**src/design/sfd_pkg.sv**
```systemverilog
// Shared types and constants for the serial frame deframer.
// No dependencies; used by sensor_serial_frame_deframer_top and its testbench.
`timescale 1ns / 1ps

package sfd_pkg;

  // Default frame buffer depth in bytes.
  localparam int MAX_FRAME_DEF = 64;

  // Field widths.
  localparam int BYTE_W      = 8;
  localparam int TOTAL_W     = 7;
  localparam int INDEX_W     = 6;
  localparam int CFG_INDEX_W = 4;
  localparam int CFG_DATA_W  = 8;

  // Smallest legal frame total: head, type, length and end.
  localparam int MIN_TOTAL = 4;

  // Byte position at which the type and length pair is complete.
  localparam int KIND_CHECK_COUNT = 3;

  // Configuration register indexes.
  localparam logic [CFG_INDEX_W-1:0] CFG_HEAD_BYTE     = 4'd0;
  localparam logic [CFG_INDEX_W-1:0] CFG_END_BYTE      = 4'd1;
  localparam logic [CFG_INDEX_W-1:0] CFG_FIRST_TYPE    = 4'd2;
  localparam logic [CFG_INDEX_W-1:0] CFG_FIRST_LENGTH  = 4'd3;
  localparam logic [CFG_INDEX_W-1:0] CFG_SECOND_TYPE   = 4'd4;
  localparam logic [CFG_INDEX_W-1:0] CFG_SECOND_LENGTH = 4'd5;
  localparam logic [CFG_INDEX_W-1:0] CFG_FIRST_TOTAL   = 4'd6;
  localparam logic [CFG_INDEX_W-1:0] CFG_SECOND_TOTAL  = 4'd7;

  // Reset values of the configuration registers.
  localparam logic [BYTE_W-1:0]  HEAD_BYTE_RST     = 8'd252;
  localparam logic [BYTE_W-1:0]  END_BYTE_RST      = 8'd253;
  localparam logic [BYTE_W-1:0]  FIRST_TYPE_RST    = 8'd64;
  localparam logic [BYTE_W-1:0]  FIRST_LENGTH_RST  = 8'd56;
  localparam logic [BYTE_W-1:0]  SECOND_TYPE_RST   = 8'd65;
  localparam logic [BYTE_W-1:0]  SECOND_LENGTH_RST = 8'd48;
  localparam logic [TOTAL_W-1:0] FIRST_TOTAL_RST   = 7'd64;
  localparam logic [TOTAL_W-1:0] SECOND_TOTAL_RST  = 7'd56;

  typedef enum logic [1:0] {
    KIND_NONE,
    KIND_FIRST,
    KIND_SECOND
  } kind_t;

  typedef enum logic {
    ST_COLLECT,
    ST_DRAIN
  } state_t;

endpackage

```
**src/design/sfd_ram.sv**
```systemverilog
// Generic simple dual-port RAM: one write port, one read port, registered read.
// No dependencies.
`timescale 1ns / 1ps

module sfd_ram #(
  parameter int WIDTH = 8,
  parameter int DEPTH = 64
) (
  input  logic                     clk,
  input  logic                     we,
  input  logic [$clog2(DEPTH)-1:0] waddr,
  input  logic [WIDTH-1:0]         wdata,
  input  logic                     re,
  input  logic [$clog2(DEPTH)-1:0] raddr,
  output logic [WIDTH-1:0]         rdata
);

  logic [WIDTH-1:0] mem [DEPTH];

  always_ff @(posedge clk) begin
    if (we) begin
      mem[waddr] <= wdata;
    end
    if (re) begin
      rdata <= mem[raddr];
    end
  end

endmodule

```
**src/design/sensor_serial_frame_deframer_top.sv**
```systemverilog
// Serial frame deframer top level: collects bytes into a frame buffer and replays good frames.
// Depends on sfd_pkg and sfd_ram.
// The byte that completes a good frame starts the replay: the state register turns to drain,
// then the buffer read and the output register follow. Throughput: one byte per cycle while
// collecting, then one stored byte per cycle from the single read port while not stalled.
// Reset (synchronous, active high) returns to collecting with no frame open and default registers.
`timescale 1ns / 1ps

module sensor_serial_frame_deframer_top #(
  parameter int MAX_FRAME = sfd_pkg::MAX_FRAME_DEF
) (
  input  logic                           clk,
  input  logic                           rst,
  // Received byte channel.
  input  logic                           in_valid,
  output logic                           in_stall,
  input  logic [sfd_pkg::BYTE_W-1:0]     rx_byte,
  // Frame byte channel.
  output logic                           out_valid,
  input  logic                           out_stall,
  output logic                           frame_kind,
  output logic [sfd_pkg::INDEX_W-1:0]    byte_index,
  output logic [sfd_pkg::BYTE_W-1:0]     frame_byte,
  output logic                           last_byte,
  // Configuration write channel.
  input  logic                           cfg_valid,
  output logic                           cfg_ready,
  input  logic [sfd_pkg::CFG_INDEX_W-1:0] cfg_index,
  input  logic [sfd_pkg::CFG_DATA_W-1:0] cfg_data
);

  import sfd_pkg::*;

  // Address width of the frame buffer, and a count that can hold MAX_FRAME itself.
  localparam int AW    = $clog2(MAX_FRAME);
  localparam int CNT_W = $clog2(MAX_FRAME + 1);
  // Common width for comparing 7-bit totals against counts and MAX_FRAME.
  localparam int CMP_W = (CNT_W > TOTAL_W) ? CNT_W : TOTAL_W;
  // Width wide enough to take the low six bits of a buffer position.
  localparam int IW    = (CNT_W > INDEX_W) ? CNT_W : INDEX_W;

  // Configuration registers.
  logic [BYTE_W-1:0]  head_byte;
  logic [BYTE_W-1:0]  end_byte;
  logic [BYTE_W-1:0]  first_type_byte;
  logic [BYTE_W-1:0]  first_length_byte;
  logic [BYTE_W-1:0]  second_type_byte;
  logic [BYTE_W-1:0]  second_length_byte;
  logic [TOTAL_W-1:0] first_frame_total;
  logic [TOTAL_W-1:0] second_frame_total;

  // Frame tracking state.
  state_t            state;
  state_t            state_next;
  logic [BYTE_W-1:0] previous_byte;
  logic [CNT_W-1:0]  byte_count;
  logic [CNT_W-1:0]  byte_count_next;
  kind_t             kind_found;
  kind_t             kind_found_next;
  logic              start_drain;

  // Readout state: the kind and length of the frame being replayed.
  logic              drain_kind;
  logic [CNT_W-1:0]  drain_total;
  logic [CNT_W-1:0]  drain_total_next;
  logic [CNT_W-1:0]  rd_addr;
  logic [CNT_W-1:0]  pend_addr;
  logic              rd_pending;
  logic              rd_issue;
  logic              out_load;
  logic              drain_done;

  // Frame buffer ports.
  logic              wr_en;
  logic [AW-1:0]     wr_addr;
  logic [BYTE_W-1:0] rd_data;

  logic              in_fire;
  logic              cfg_fire;

  // Working values of the byte step.
  logic [CNT_W-1:0]   cnt_inc;
  kind_t              kind_eff;
  logic [TOTAL_W-1:0] total_sel;
  logic [CMP_W-1:0]   total_cmp;
  logic [CMP_W-1:0]   cnt_cmp;
  logic               total_ok;
  logic [IW-1:0]      idx_wide;

  assign in_fire   = in_valid && !in_stall;
  assign cfg_ready = 1'b1;
  assign cfg_fire  = cfg_valid && cfg_ready;

  // Configuration writes. Indexes beyond the list are ignored.
  always_ff @(posedge clk) begin
    if (rst) begin
      head_byte          <= HEAD_BYTE_RST;
      end_byte           <= END_BYTE_RST;
      first_type_byte    <= FIRST_TYPE_RST;
      first_length_byte  <= FIRST_LENGTH_RST;
      second_type_byte   <= SECOND_TYPE_RST;
      second_length_byte <= SECOND_LENGTH_RST;
      first_frame_total  <= FIRST_TOTAL_RST;
      second_frame_total <= SECOND_TOTAL_RST;
    end else if (cfg_fire) begin
      unique case (cfg_index)
        CFG_HEAD_BYTE:     head_byte          <= cfg_data;
        CFG_END_BYTE:      end_byte           <= cfg_data;
        CFG_FIRST_TYPE:    first_type_byte    <= cfg_data;
        CFG_FIRST_LENGTH:  first_length_byte  <= cfg_data;
        CFG_SECOND_TYPE:   second_type_byte   <= cfg_data;
        CFG_SECOND_LENGTH: second_length_byte <= cfg_data;
        CFG_FIRST_TOTAL:   first_frame_total  <= cfg_data[TOTAL_W-1:0];
        CFG_SECOND_TOTAL:  second_frame_total <= cfg_data[TOTAL_W-1:0];
        default: ;
      endcase
    end
  end

  // Byte step. Every accepted byte is written to the buffer: at position zero while
  // no frame is open, so the head lands there, and at the running count once a frame
  // is open. The type byte is the byte held in previous_byte when the length byte
  // arrives, and the final byte of a frame is the byte arriving, so the buffer never
  // has to be read during collection.
  always_comb begin
    byte_count_next  = byte_count;
    kind_found_next  = kind_found;
    start_drain      = 1'b0;
    wr_en            = in_fire;
    wr_addr          = byte_count[AW-1:0];
    cnt_inc          = byte_count + 1'b1;
    kind_eff         = kind_found;
    total_sel        = first_frame_total;
    total_cmp        = '0;
    cnt_cmp          = '0;
    total_ok         = 1'b0;
    drain_total_next = drain_total;

    if (in_fire) begin
      if (byte_count == '0) begin
        wr_addr = '0;
        if (previous_byte == end_byte && rx_byte == head_byte) begin
          byte_count_next = CNT_W'(1);
        end
      end else begin
        // Once the type and length pair is in, pick the kind; the first kind wins a tie.
        if (cnt_inc == CNT_W'(KIND_CHECK_COUNT) && kind_found == KIND_NONE) begin
          priority if (previous_byte == first_type_byte && rx_byte == first_length_byte) begin
            kind_eff = KIND_FIRST;
          end else if (previous_byte == second_type_byte
                       && rx_byte == second_length_byte) begin
            kind_eff = KIND_SECOND;
          end else begin
            kind_eff = KIND_NONE;
          end
        end

        total_sel = (kind_eff == KIND_SECOND) ? second_frame_total : first_frame_total;
        total_cmp = CMP_W'(total_sel);
        cnt_cmp   = CMP_W'(cnt_inc);
        total_ok  = (total_cmp >= CMP_W'(MIN_TOTAL)) && (total_cmp <= CMP_W'(MAX_FRAME));

        if (kind_eff == KIND_NONE) begin
          // Unknown type and length pair abandons the frame.
          if (cnt_inc >= CNT_W'(KIND_CHECK_COUNT)) begin
            byte_count_next = '0;
            kind_found_next = KIND_NONE;
          end else begin
            byte_count_next = cnt_inc;
          end
        end else if (!total_ok || cnt_cmp > total_cmp) begin
          byte_count_next = '0;
          kind_found_next = KIND_NONE;
        end else if (cnt_cmp == total_cmp) begin
          // Frame complete: replay it only when it closes on the end byte.
          byte_count_next  = '0;
          kind_found_next  = KIND_NONE;
          start_drain      = (rx_byte == end_byte);
          drain_total_next = CNT_W'(total_cmp);
        end else begin
          byte_count_next = cnt_inc;
          kind_found_next = kind_eff;
        end
      end
    end
  end

  // Readout handshake with the buffer. A read is issued only when its data will have a
  // place to go: the registered read data holds while the output register is stalled.
  assign out_load   = rd_pending && (!out_valid || !out_stall);
  assign rd_issue   = (state == ST_DRAIN) && (rd_addr != drain_total)
                      && (!rd_pending || out_load);
  assign drain_done = (state == ST_DRAIN) && (rd_addr == drain_total)
                      && (!rd_pending || out_load);

  // Next state.
  always_comb begin
    state_next = state;
    unique case (state)
      ST_COLLECT: if (start_drain) state_next = ST_DRAIN;
      ST_DRAIN:   if (drain_done) state_next = ST_COLLECT;
      default:    state_next = ST_COLLECT;
    endcase
  end

  // Outputs of the state machine: no byte is taken while a frame is replayed.
  always_comb begin
    unique case (state)
      ST_COLLECT: in_stall = 1'b0;
      ST_DRAIN:   in_stall = 1'b1;
      default:    in_stall = 1'b1;
    endcase
  end

  always_ff @(posedge clk) begin
    if (rst) begin
      state         <= ST_COLLECT;
      previous_byte <= '0;
      byte_count    <= '0;
      kind_found    <= KIND_NONE;
      rd_pending    <= 1'b0;
      out_valid     <= 1'b0;
    end else begin
      state      <= state_next;
      byte_count <= byte_count_next;
      kind_found <= kind_found_next;
      if (in_fire) begin
        previous_byte <= rx_byte;
      end
      if (rd_issue) begin
        rd_pending <= 1'b1;
      end else if (out_load) begin
        rd_pending <= 1'b0;
      end
      if (out_load) begin
        out_valid <= 1'b1;
      end else if (!out_stall) begin
        out_valid <= 1'b0;
      end
    end
  end

  // Payload registers of the readout.
  always_ff @(posedge clk) begin
    if (start_drain) begin
      drain_kind  <= (kind_eff == KIND_SECOND);
      drain_total <= drain_total_next;
      rd_addr     <= '0;
    end else if (rd_issue) begin
      rd_addr <= rd_addr + 1'b1;
    end
    if (rd_issue) begin
      pend_addr <= rd_addr;
    end
  end

  assign idx_wide = IW'(pend_addr);

  always_ff @(posedge clk) begin
    if (out_load) begin
      frame_kind <= drain_kind;
      byte_index <= idx_wide[INDEX_W-1:0];
      frame_byte <= rd_data;
      last_byte  <= (pend_addr == drain_total - 1'b1);
    end
  end

  sfd_ram #(
    .WIDTH (BYTE_W),
    .DEPTH (MAX_FRAME)
  ) u_frame_store (
    .clk   (clk),
    .we    (wr_en),
    .waddr (wr_addr),
    .wdata (rx_byte),
    .re    (rd_issue),
    .raddr (rd_addr[AW-1:0]),
    .rdata (rd_data)
  );

endmodule

```
**config.mk**
```make
export PLATFORM = sky130hd
export DESIGN_NAME = sensor_serial_frame_deframer_top
export DESIGN_NICKNAME = d
export VERILOG_FILES = /design/src/design/sfd_pkg.sv /design/src/design/sfd_ram.sv /design/src/design/sensor_serial_frame_deframer_top.sv
export SDC_FILE = /design/constraint.sdc
export NUM_CORES = 1
export LEC_CHECK = 0
export BUFFER_PORTS_ARGS = -buffer_cell sky130_fd_sc_hd__buf_2
export CAP_MARGIN = 20
export CELL_PAD_IN_SITES_DETAIL_PLACEMENT = 0
export CELL_PAD_IN_SITES_GLOBAL_PLACEMENT = 1
export CORE_ASPECT_RATIO = 1.75
export CORE_MARGIN = 5
export CORE_UTILIZATION = 49
export CTS_CLUSTER_SIZE = 24
export DETAILED_ROUTE_END_ITERATION = 6
export GPL_TIMING_DRIVEN = 0
export PLACE_DENSITY_LB_ADDON = 0.1
export SLEW_MARGIN = 10
export SYNTH_ARGS = -nofsm -noshare
export SYNTH_HDL_FRONTEND = slang
export SYNTH_SLANG_ARGS = --single-unit
```
**constraint.sdc**
```tcl
create_clock -name clk -period 5 [get_ports clk]
set_clock_uncertainty 0.05 [all_clocks]
set_input_delay 1.25 -clock clk [delete_from_list [all_inputs] [get_ports clk]]
set_output_delay 1.25 -clock clk [all_outputs]
set_load 0.05 [all_outputs]
```
==> results of run 1 <==
stage by stage:
step,cell area (um2),hold slack [ps]
global placement,26700,360
floorplan,25700,350
finish,29000,369
CTS,29000,369
detailed placement,26900,355
global route,29000,380
cells in the mapped netlist, types with 3 or more instances:
cell	n
o21a_1	3
mux2i_1	61
nor3_1	7
nand4_1	11
dfxtp_1	89
inv_1	13
ha_1	10
or2_2	3
and3_1	3
edfxtp_1	551
nor3b_1	4
o21ai_0	5
a22o_1	4
buf_1	20
xnor2_1	53
nor2b_1	5
nand2b_1	3
nor2_1	131
buf_2	8
a21oi_1	24
nand3_1	28
xor2_1	28
clkbuf_1	54
a211oi_1	3
mux4_2	168
a41oi_1	3
nand2_1	73
nor4_1	8
nand3b_1	5
metal layers:
metal  vias up  part of all wire (%)  track usage [%]
met2       287                    58             43.6
li1       5773                     -                -
met3       107                   3.1             2.48
met1      6866                    35             24.9
met4         0                   3.9             7.98
met5         -                     0                0
kinds of logic (layout without fill, tap and decap cells):
group | after synthesis | in the layout | synth area share [%]
XOR/XNOR | 81 | 81 | 2.76
AND/OR/NAND/NOR | 300 | 300 | 5.36
AO/OA/AOI/OAI | 58 | 58 | 1.50
other | 1 | 2 | 0.0146
adder cells (fa/ha/maj) | 10 | 10 | 0.486
buffers and inverters | 98 | 240 | 1.50
flip-flops | 640 | 640 | 71.3
multiplexers | 230 | 230 | 17.1
critical path: cells and delay by family:
kind | cells | cell delay (ps)
adders and majority gates | 1 | 320
muxes | 1 | 340
xor gates and xnor gates | 1 | 150
buffers and inverters | 4 | 690
and+or+nand+nor | 6 | 1400
AOI/OAI and AO/OA | 5 | 1070
final timing paths:
| check | start | slack, ps | endpoint | cells past startpoint |
|---|---|---|---|---|
| setup / recovery | rx_byte[0] | 210 | byte_count[2] | 18 |
| setup reg to reg | byte_count[1] | 460 | byte_count[2] | 17 |
| hold reg to reg | u_frame_store.rdata[5] | 370 | frame_byte[5] | 0 |
| hold / removal | u_frame_store.rdata[5] | 370 | frame_byte[5] | 0 |
sequential cells by signal (all words and copies together), names as in the netlist, 8 cells and up:
| signal | count |
|---|---|
| u_frame_store.rdata | 8 |
| head_byte | 8 |
| u_frame_store.mem | 512 |
| end_byte | 8 |
| previous_byte | 8 |
| frame_byte | 8 |
| first_length_byte | 8 |
| second_type_byte | 8 |
| second_length_byte | 8 |
| first_type_byte | 8 |
cell type report:
| class | instances | area (um2) | share of cell area [%] |
|---|---|---|---|
| Clock buffer | 63 | 1430 | 4.92 |
| Inverter | 14 | 52.6 | 0.181 |
| Multi-Input combinational cell | 680 | 7060 | 24.3 |
| Clock inverter | 39 | 429 | 1.48 |
| Tap cell | 678 | 848 | 2.93 |
| Buffer | 76 | 300 | 1.04 |
| Antenna cell | 1 | 2.50 | 0.00863 |
| Sequential cell | 640 | 18300 | 63.2 |
| Timing Repair Buffer | 48 | 553 | 1.91 |
where the power goes:
part           internal [uW]  switching (uW)
Sequential              5790            14.5
Clock                   2510            1940
Combinational           73.0             159
Total                   8380            2110
what timing repair did:
item                                    CTS  global route
cloned                                    4             0
resized for setup                        31             4
endpoints found under the setup margin   25             4
pin swaps                                 2             2
buffers inserted                          3             0
==> flow_metrics.tcl, run 1 <==
set metrics [dict create \
    status "completed" \
    fin_cells 2239 \
    wl_per_cell_um 28.3 \
    layout_common_cells "551 x edfxtp_1, 168 x mux4_2, 131 x nor2_1" \
    critPathCaptureType "flop" \
    total_power_uw 10500 \
    syn_to_final_growth_pct 12.7 \
    core_area_um2 52200 \
    fmax_mhz 209 \
    period_minus_slack_ps 4790 \
    syn_area_um2 25700 \
    grt_use_total_pct 22.4 \
    dpl.hpwl_mm 44.5 \
    avgSynthCellArea_um2 18.1 \
    vias 13033 \
    path_class "input port to flop" \
    ant_nets 0 \
    yosysTopAreaCell "edfxtp_1" \
    drc 0 \
    required_ps 5480 \
    ys_async_sr_fraction_pct 0 \
    setup_violations 0 \
    synth_edf_count 551 \
    initial_core_util_pct 49.3 \
    post-place-cells 2137 \
    critPathSlowestCell "or4b_1" \
    synth_seq_cells 640 \
    yosysSeqAreaShare_pct 71.3 \
    path_cells "buf_8, buf_16, xnor2_2, nand4_1, nor4_1, buf_4, nand4b_1, nand2_4, mux2_2, ha_1, nand2b_1, a21oi_2, inv_1, o31ai_2, a2111oi_1, o41a_1, or4b_1, a31oi_1" \
    setup_total_negative_slack_ps 0 \
    post-place-ws_ps -2380 \
    clkLatencyLatePin_ps 620 \
    max_slew_margin_pct 32.8 \
    finalCoreUtilization_pct 55.5 \
    cts.sinks 640 \
    path_clk_slew_ps 60 \
    io_buffer_count 34 \
    synth_fp_nets 1453 \
    num_rows 111 \
    final_common_cell "edfxtp_1" \
    drtIter0Drc 869 \
    numCtsBuffers 55 \
    clock_path_buffers 3 \
    grt_max_degree 70 \
    ys_warn_count 0 \
    tritoncts "built" \
    drive_above_1_share_pct 20.8 \
    rsz0062_at_grt "no" \
    hold_path.class "flop to flop" \
    worst_slack_ps 214 \
    gp_congestion 0.824 \
    hold_viol_final 0 \
    fin_nets 1550 \
    grt_overflow 0 \
    cts-root-buf "clkbuf_16" \
    dieHeight_um 313 \
    yosysTopAreaCellShare_pct 64.3 \
    ys.flop_type "edfxtp_1" \
    syn_inst 1418 \
    synth_area_leaders "edfxtp_1 64%, mux4_2 15%, dfxtp_1 6.9%, mux2i_1 2.4%, nor2_1 1.9%" \
    holdBufCountCts 0 \
    grt_antenna_before_repair 0 \
    cap_violations 0 \
    power_density_nw_per_um2 362 \
    ios 44 \
    die_w_um 183 \
    grt_pass1_wl_mm 93.8 \
    vias_per_cell 5.82 \
    power.ir.vdd_worst_mv 0.342 \
    startpoint_type "input port" \
    synth.distinct_cells 59 \
    tightest_slew_ps 1010 \
    grt_pass1_vias 13840 \
    arrival_ps 5260 \
    n_fill_cell 4168 \
    firstDrtPassIters 5 \
    cts.htree.levels 2 \
    fin_crit_sh_pct 95.7 \
    max_stage_delay_ps 520 \
    dieArea_um2 57400 \
    finalWirelength_mm 63.5 \
    critPathMaxFanout 27 \
    maxSlewViolCount 0 \
    p_leak_uw 0.00936 \
]
Power figures use the tool's default switching activity.
==> run 2, diff against run 1 <==
--- a/config.mk
+++ b/config.mk
@@ -5,17 +5,18 @@
 export SDC_FILE = /design/constraint.sdc
 export NUM_CORES = 1
 export LEC_CHECK = 0
+export ABC_AREA = 1
 export BUFFER_PORTS_ARGS = -buffer_cell sky130_fd_sc_hd__buf_2
 export CAP_MARGIN = 20
 export CELL_PAD_IN_SITES_DETAIL_PLACEMENT = 0
 export CELL_PAD_IN_SITES_GLOBAL_PLACEMENT = 1
 export CORE_ASPECT_RATIO = 1.75
 export CORE_MARGIN = 5
-export CORE_UTILIZATION = 49
+export CORE_UTILIZATION = 46
 export CTS_CLUSTER_SIZE = 24
 export DETAILED_ROUTE_END_ITERATION = 6
 export GPL_TIMING_DRIVEN = 0
-export PLACE_DENSITY_LB_ADDON = 0.1
+export PLACE_DENSITY = 0.78
 export SLEW_MARGIN = 10
 export SYNTH_ARGS = -nofsm -noshare
 export SYNTH_HDL_FRONTEND = slang
==> run 2 against run 1 <==
  * Die area grew 8.4%
  * Flip-flop and latch count unchanged
  * Hold slack hardly changed
  * Final cell count grew 44%
  * Core utilization fell by 3.7 points
  * Clock-buffer cell count is 1 lower
  * Total power up 0.16%
  * Combinational power rose by 5%
  * Largest power group unchanged
==> flow_metrics.tcl, run 2 <==
set metrics [dict create \
    startpoint_type "input port" \
    clkLatencyLatePin_ps 620 \
    vias_per_cell 6.04 \
    synth_edf_count 551 \
    avgSynthCellArea_um2 11.4 \
    worstHoldStart "u_frame_store.rdata[5]" \
    layout_common_cells "551 x edfxtp_1, 405 x nor2_1, 314 x o21ai_0" \
    post-place-cells 3109 \
    p_int_uw 8310 \
    synth_most_common_cell "edfxtp_1" \
    syn_to_final_growth_pct 12.3 \
    largest_register "u_frame_store.mem" \
    wl_per_cell_um 28.9 \
    power.ir.vdd_worst_mv 0.291 \
    switchingPower_uw 2190 \
    yosysSeqAreaShare_pct 69.8 \
    hold_viol_final 0 \
    r2r_slack_ps 690 \
    max_slew_margin_pct 17.8 \
    hold_path.class "flop to flop" \
    drtIter0Drc 2409 \
    syn_area_um2 26300 \
    syn_inst 2294 \
    whs_ps 370 \
    fin_crit_sh_pct 95.7 \
    largest_reg_flops 512 \
    power_density_nw_per_um2 356 \
    vias 19404 \
    fmax_mhz 209 \
    setup_violations 0 \
    numCtsBuffers 54 \
    p_leak_uw 0.00995 \
    n_fill_cell 5102 \
    dpl.hpwl_mm 66.3 \
    dieArea_um2 62200 \
    p_seq_share_pct 55.3 \
    grt_overflow 0 \
    path_class "input port to flop" \
    period_minus_slack_ps 4780 \
    synthXorXnorAreaFrac_pct 1.33 \
    cts.sinks 640 \
    num_rows 116 \
    synth_common_cells "551 x edfxtp_1, 406 x nor2_1, 314 x o21ai_0, 249 x nand2_1, 117 x clkbuf_1" \
    whs_path_depth 0 \
    holdBufCountCts 0 \
    cts.htree.levels 2 \
    clkPwrFrac_pct 42.3 \
    synth_fa_ha_area_share_pct 0.476 \
    status "completed" \
    r2r_end "u_frame_store.rdata[3]" \
    synthMuxAreaShare_pct 0 \
    tritoncts "built" \
    synth_top_family_by_area "simple AND/OR/NAND/NOR gates" \
    grt_antenna_before_repair 2 \
    rsz0062_at_grt "no" \
    dieHeight_um 326 \
    gp_congestion 1.06 \
    drive_above_1_share_pct 7.15 \
    grt_pass1_wl_mm 131 \
    drc 0 \
    finalWirelength_mm 92.9 \
    ios 44 \
    worstHoldEndpoint "frame_byte[5]" \
    ys.flop_type "edfxtp_1" \
    grt_use_total_pct 29.4 \
    ff2ff_path_depth 9 \
    ys_async_sr_fraction_pct 0 \
    yosysTopAreaCell "edfxtp_1" \
    die_w_um 191 \
    tightest_slew_ps 1230 \
    maxSlewViolCount 0 \
    synth.distinct_cells 45 \
    synth_fp_nets 2329 \
    fin_cells 3215 \
    grt_pass1_vias 19316 \
    firstDrtPassIters 6 \
    initial_core_util_pct 46.2 \
    final_common_cell "edfxtp_1" \
    fin_nets 2438 \
    critPathCaptureType "flop" \
    synth_area_leaders "edfxtp_1 63%, dfxtp_1 6.8%, o21ai_0 6.0%, nor2_1 5.8%, nand2_1 3.6%" \
    critPathLaunch "rx_byte[6]" \
    cap_violations 0 \
    clock_path_buffers 3 \
    sw_frac_of_total_pct 20.9 \
    grt_max_degree 70 \
    power_frac_comb_pct 2.3 \
    reg2reg_from "rd_addr[0]" \
    required_ps 5260 \
    path_clk_slew_ps 70 \
    ys_warn_count 0 \
    ant_nets 0 \
    synth_compound_area_share_pct 12.2 \
    cts-root-buf "clkbuf_16" \
    arrival_ps 5050 \
    synth_seq_cells 640 \
    io_buffer_count 39 \
    critPathMaxFanout 65 \
    core_area_um2 56900 \
    yosysTopAreaCellShare_pct 63.0 \
    synth-simple-area-share_pct 12.6 \
]
==> run 2: layer usage <==
metal  up-vias  wire length, um  global-route usage [%]
li1       8481                -                       -
met5         -               13                       0
met4         2             9890                    24.7
met2      1107            47800                    52.1
met1      9425            28800                    29.9
met3       389             6400                    4.28
==> run 2: cell type report <==
cell class | count | area (um2) | share of cell area [%]
timing repair buffer | 54 | 425 | 1.44
sequential | 640 | 18300 | 62.1
inverter | 122 | 458 | 1.55
antenna | 1 | 2.50 | 0.00848
multi-input combinational | 1405 | 7000 | 23.7
buffer | 126 | 494 | 1.67
clock inverter | 38 | 384 | 1.30
tap | 767 | 960 | 3.25
clock buffer | 62 | 1460 | 4.93
==> run 2: per-stage QoR <==
step                setup TNS (ps)  total power, uW  util (%)  instance area, um2  setup slack, ps
floorplan                        0             6020         -               26300              444
global placement            -27070             6160      48.2               27400            -1700
detailed placement          -19270             6170      48.5               27600            -1280
CTS                              0            10500      51.7               29400             18.2
global route                     0            10700      51.9               29500             9.89
finish                           0            10500      51.9               29500              217
==> run 2: worst max-delay path by stage <==
stage | slack (ps) | end
floorplan | 440 | drain_total[0]
global placement | -1700 | drain_total[1]
detailed placement | -1280 | drain_total[1]
CTS | 20 | drain_total[1]
global route | 10 | drain_total[4]
finish | 220 | drain_total[2]
==> run 2: critical path: stages <==
cell and delay [ps]:
buf_6 370, clkbuf_1 390, xor2_1 200, nor2_1 130, nand3_1 160, nor2_2 270
nand3_1 130, nand2_2 150, nand2_4 70, inv_2 80, nand2_1 60, nand2_1 160
inv_1 70, ha_1 310, nand3_1 70, nand3b_1 190, nor2_2 190, inv_2 120
nor4_4 330, clkdlybuf4s15_2 310
==> run 2: logic make-up after synthesis <==
| kind of cell | after synthesis |
|---|---|
| buffers and inverters | 249 |
| adder cells (fa/ha/maj) | 10 |
| AND/OR/NAND/NOR | 800 |
| AO/OA/AOI/OAI | 554 |
| other | 1 |
| flip-flops | 640 |
| XOR/XNOR | 40 |
==> run 2: power groups by stage <==
stage,combinational [uW],sequential (uW),clock (uW)
floorplan,94.5,5930,0
global placement,222,5940,0
detailed placement,238,5930,0
CTS,240,5810,4440
global route,261,5810,4660
finish,243,5810,4450
==> run 2: timing repair <==
item                       4_1_cts  5_1_grt
pin swaps                        0        0
cloned                           0        0
setup endpoints to repair        9        5
gates resized for setup          7        4
setup buffers                    0        0
==> run 3, diff against run 2 <==
--- a/config.mk
+++ b/config.mk
@@ -12,11 +12,11 @@
 export CELL_PAD_IN_SITES_GLOBAL_PLACEMENT = 1
 export CORE_ASPECT_RATIO = 1.75
 export CORE_MARGIN = 5
-export CORE_UTILIZATION = 46
+export CORE_UTILIZATION = 51
 export CTS_CLUSTER_SIZE = 24
 export DETAILED_ROUTE_END_ITERATION = 6
 export GPL_TIMING_DRIVEN = 0
-export PLACE_DENSITY = 0.78
+export PLACE_DENSITY = 0.82
 export SLEW_MARGIN = 10
 export SYNTH_ARGS = -nofsm -noshare
 export SYNTH_HDL_FRONTEND = slang
==> constraint.sdc (replaced) <==
create_clock -name clk -period 4.5 [get_ports clk]
set_clock_uncertainty 0.05 [all_clocks]
set_input_delay 1.125 -clock clk [delete_from_list [all_inputs] [get_ports clk]]
set_output_delay 1.125 -clock clk [all_outputs]
set_load 0.05 [all_outputs]
==> run 3 against run 2 <==
  * Flip-flop and latch count is the same
  * Design area is essentially flat
  * Critical path depth grew 2
  * Global-route usage grew 2.6 points
  * Sequential share of layout area is essentially flat
  * Combinational power grew 13%
  * Non-clock buffer count grew 12
  * Wire length shrank 1.2%
==> flow_metrics.tcl, run 3 (synthesis gave the netlist of run 2 again) <==
set metrics [dict create \
    fin_nets 2449 \
    path_clk_slew_ps 70 \
    period_minus_slack_ps 4300 \
    vias_per_cell 6.24 \
    dpl.hpwl_mm 63.9 \
    crit_end "drain_kind" \
    ff2ff_path_depth 10 \
    io_buffer_count 39 \
    r2r_slack_ps 330 \
    grt_pass1_wl_mm 130 \
    critPathLaunch "rx_byte[4]" \
    path_cells "buf_6, buf_16, clkinvlp_4, nand2_1, nand2_1, nor2_1, nand2_1, nor2_4, nand3_1, nor2_1, nor2_2, nand2_4, buf_6, nand2_1, nand2_1, inv_1, ha_1, nand3_1, nand3b_1, nor2_2, inv_2, nor4_1" \
    reg2reg_from "rd_addr[0]" \
    register_area_um2 18300 \
    gp_congestion 0.986 \
    clkLatencyLatePin_ps 610 \
    n_fill_cell 4274 \
    max_slew_margin_pct 19.7 \
    tritoncts "built" \
    post-place-ws_ps -2240 \
    clock_path_buffers 3 \
    dieHeight_um 310 \
    cts.htree.levels 2 \
    firstDrtPassIters 6 \
    arrival_ps 4520 \
    numCtsBuffers 53 \
    die_w_um 182 \
    ios 44 \
    grt_overflow 0 \
    ant_nets 0 \
    holdBufCountCts 0 \
    multi_input_area_um2 7010 \
    power_density_nw_per_um2 394 \
    syn_to_final_growth_pct 12.4 \
    tightest_slew_ps 1200 \
    path_class "input port to flop" \
    power.ir.vdd_worst_mv 0.269 \
    grt_use_total_pct 32.0 \
    layout_common_cells "551 x edfxtp_1, 402 x nor2_1, 314 x o21ai_0" \
    startpoint_type "input port" \
    critPathCaptureType "flop" \
    maxSlewViolCount 0 \
    required_ps 4720 \
    max_stage_delay_ps 350 \
    initial_core_util_pct 51.3 \
    hold_viol_final 0 \
    critPathSlowestCell "nor4_1" \
    drc 0 \
    cp_top_family "simple AND/OR/NAND/NOR gates" \
    critPathMaxFanout 43 \
    largest_reg_flops 512 \
    cts.sinks 640 \
    setup_total_negative_slack_ps 0 \
    path_common_cell "nand2_1" \
    grt_antenna_before_repair 3 \
    finalWirelength_mm 91.8 \
    grt_pass1_vias 19397 \
    fmax_mhz 233 \
    crit_buf_inv 6 \
    fin_crit_sh_pct 95.5 \
    dieArea_um2 56300 \
    final_common_cell "edfxtp_1" \
    drtIter0Drc 2331 \
    hold_path.class "flop to flop" \
    core_area_um2 51200 \
    drive_above_1_share_pct 7.49 \
    cp_num_cells 22 \
    largest_register "u_frame_store.mem" \
    grt_max_degree 70 \
    worst_slack_ps 203 \
    status "completed" \
    wl_per_cell_um 29.3 \
    cap_violations 0 \
    p_leak_uw 0.0100 \
    vias 19534 \
    num_rows 110 \
    finalCoreUtilization_pct 57.6 \
    r2r_end "u_frame_store.rdata[3]" \
    cts-root-buf "clkbuf_16" \
    setup_violations 0 \
]
[run 3: changes by cell type in the layout (fill, tap and decap cells not counted), moves of 2 or more]
cell        delta
buf_6          +9
buf_4          +7
buf_2          -4
nor2_1         -3
buf_16         +2
clkbuf_1       +2
clkbuf_16      -2
clkbuf_4       +2
clkinv_2       -2
clkinvlp_4     -2
inv_4          -2
nor2_4         +2
[run 3: area by class of cell]
cell class	count	area share, %
sequential	640	62.1
clock inverter	33	1.27
inverter	122	1.56
timing repair buffer	67	1.98
antenna	1	0.00848
tap	672	2.85
buffer	125	1.66
multi-input combinational	1405	23.8
clock buffer	63	4.80
[run 3: where the power goes]
group          leakage [uW]  internal (uW)  switching, uW
Sequential          0.00569           6440           19.3
Clock              0.000871           2710           2170
Combinational       0.00344           67.6            207
[run 3: layer usage]
metal	wire length [um]	up-vias	GRT usage (%)	share of wire, %
li1	-	8476	-	-
met1	27800	9342	32.7	30
met2	45500	1273	55.4	50
met3	8210	439	5.75	8.9
met4	10200	4	28.9	11
met5	21	-	0	0.023
[run 3: what timing repair did]
| action | CTS | global route |
|---|---|---|
| gates resized for setup | 15 | 9 |
| endpoints found under the hold margin | 0 | 0 |
| buffers inserted | 1 | 2 |
| pin swaps | 1 | 0 |
| endpoints found under the setup margin | 25 | 25 |
[run 3: worst min path at each step]
stage	from	cells past startpoint	slack, ps	endpoint
2_1_floorplan	u_frame_store.rdata[0]	0	350	frame_byte[0]
3_3_place_gp	u_frame_store.rdata[3]	0	350	frame_byte[3]
3_5_place_dp	u_frame_store.rdata[0]	0	360	frame_byte[0]
4_1_cts	u_frame_store.rdata[0]	0	370	frame_byte[0]
5_1_grt	u_frame_store.rdata[5]	0	380	frame_byte[5]
6_report	u_frame_store.rdata[3]	0	370	frame_byte[3]
[run 3: metrics by stage]
step	instances	total power, uW	hold slack, ps	area [um2]
global placement	3005	6840	352	27300
global route	3127	11900	378	29500
floorplan	2294	6690	350	26300
finish	3128	11600	367	29500
detailed placement	3027	6860	355	27600
CTS	3124	11600	371	29400
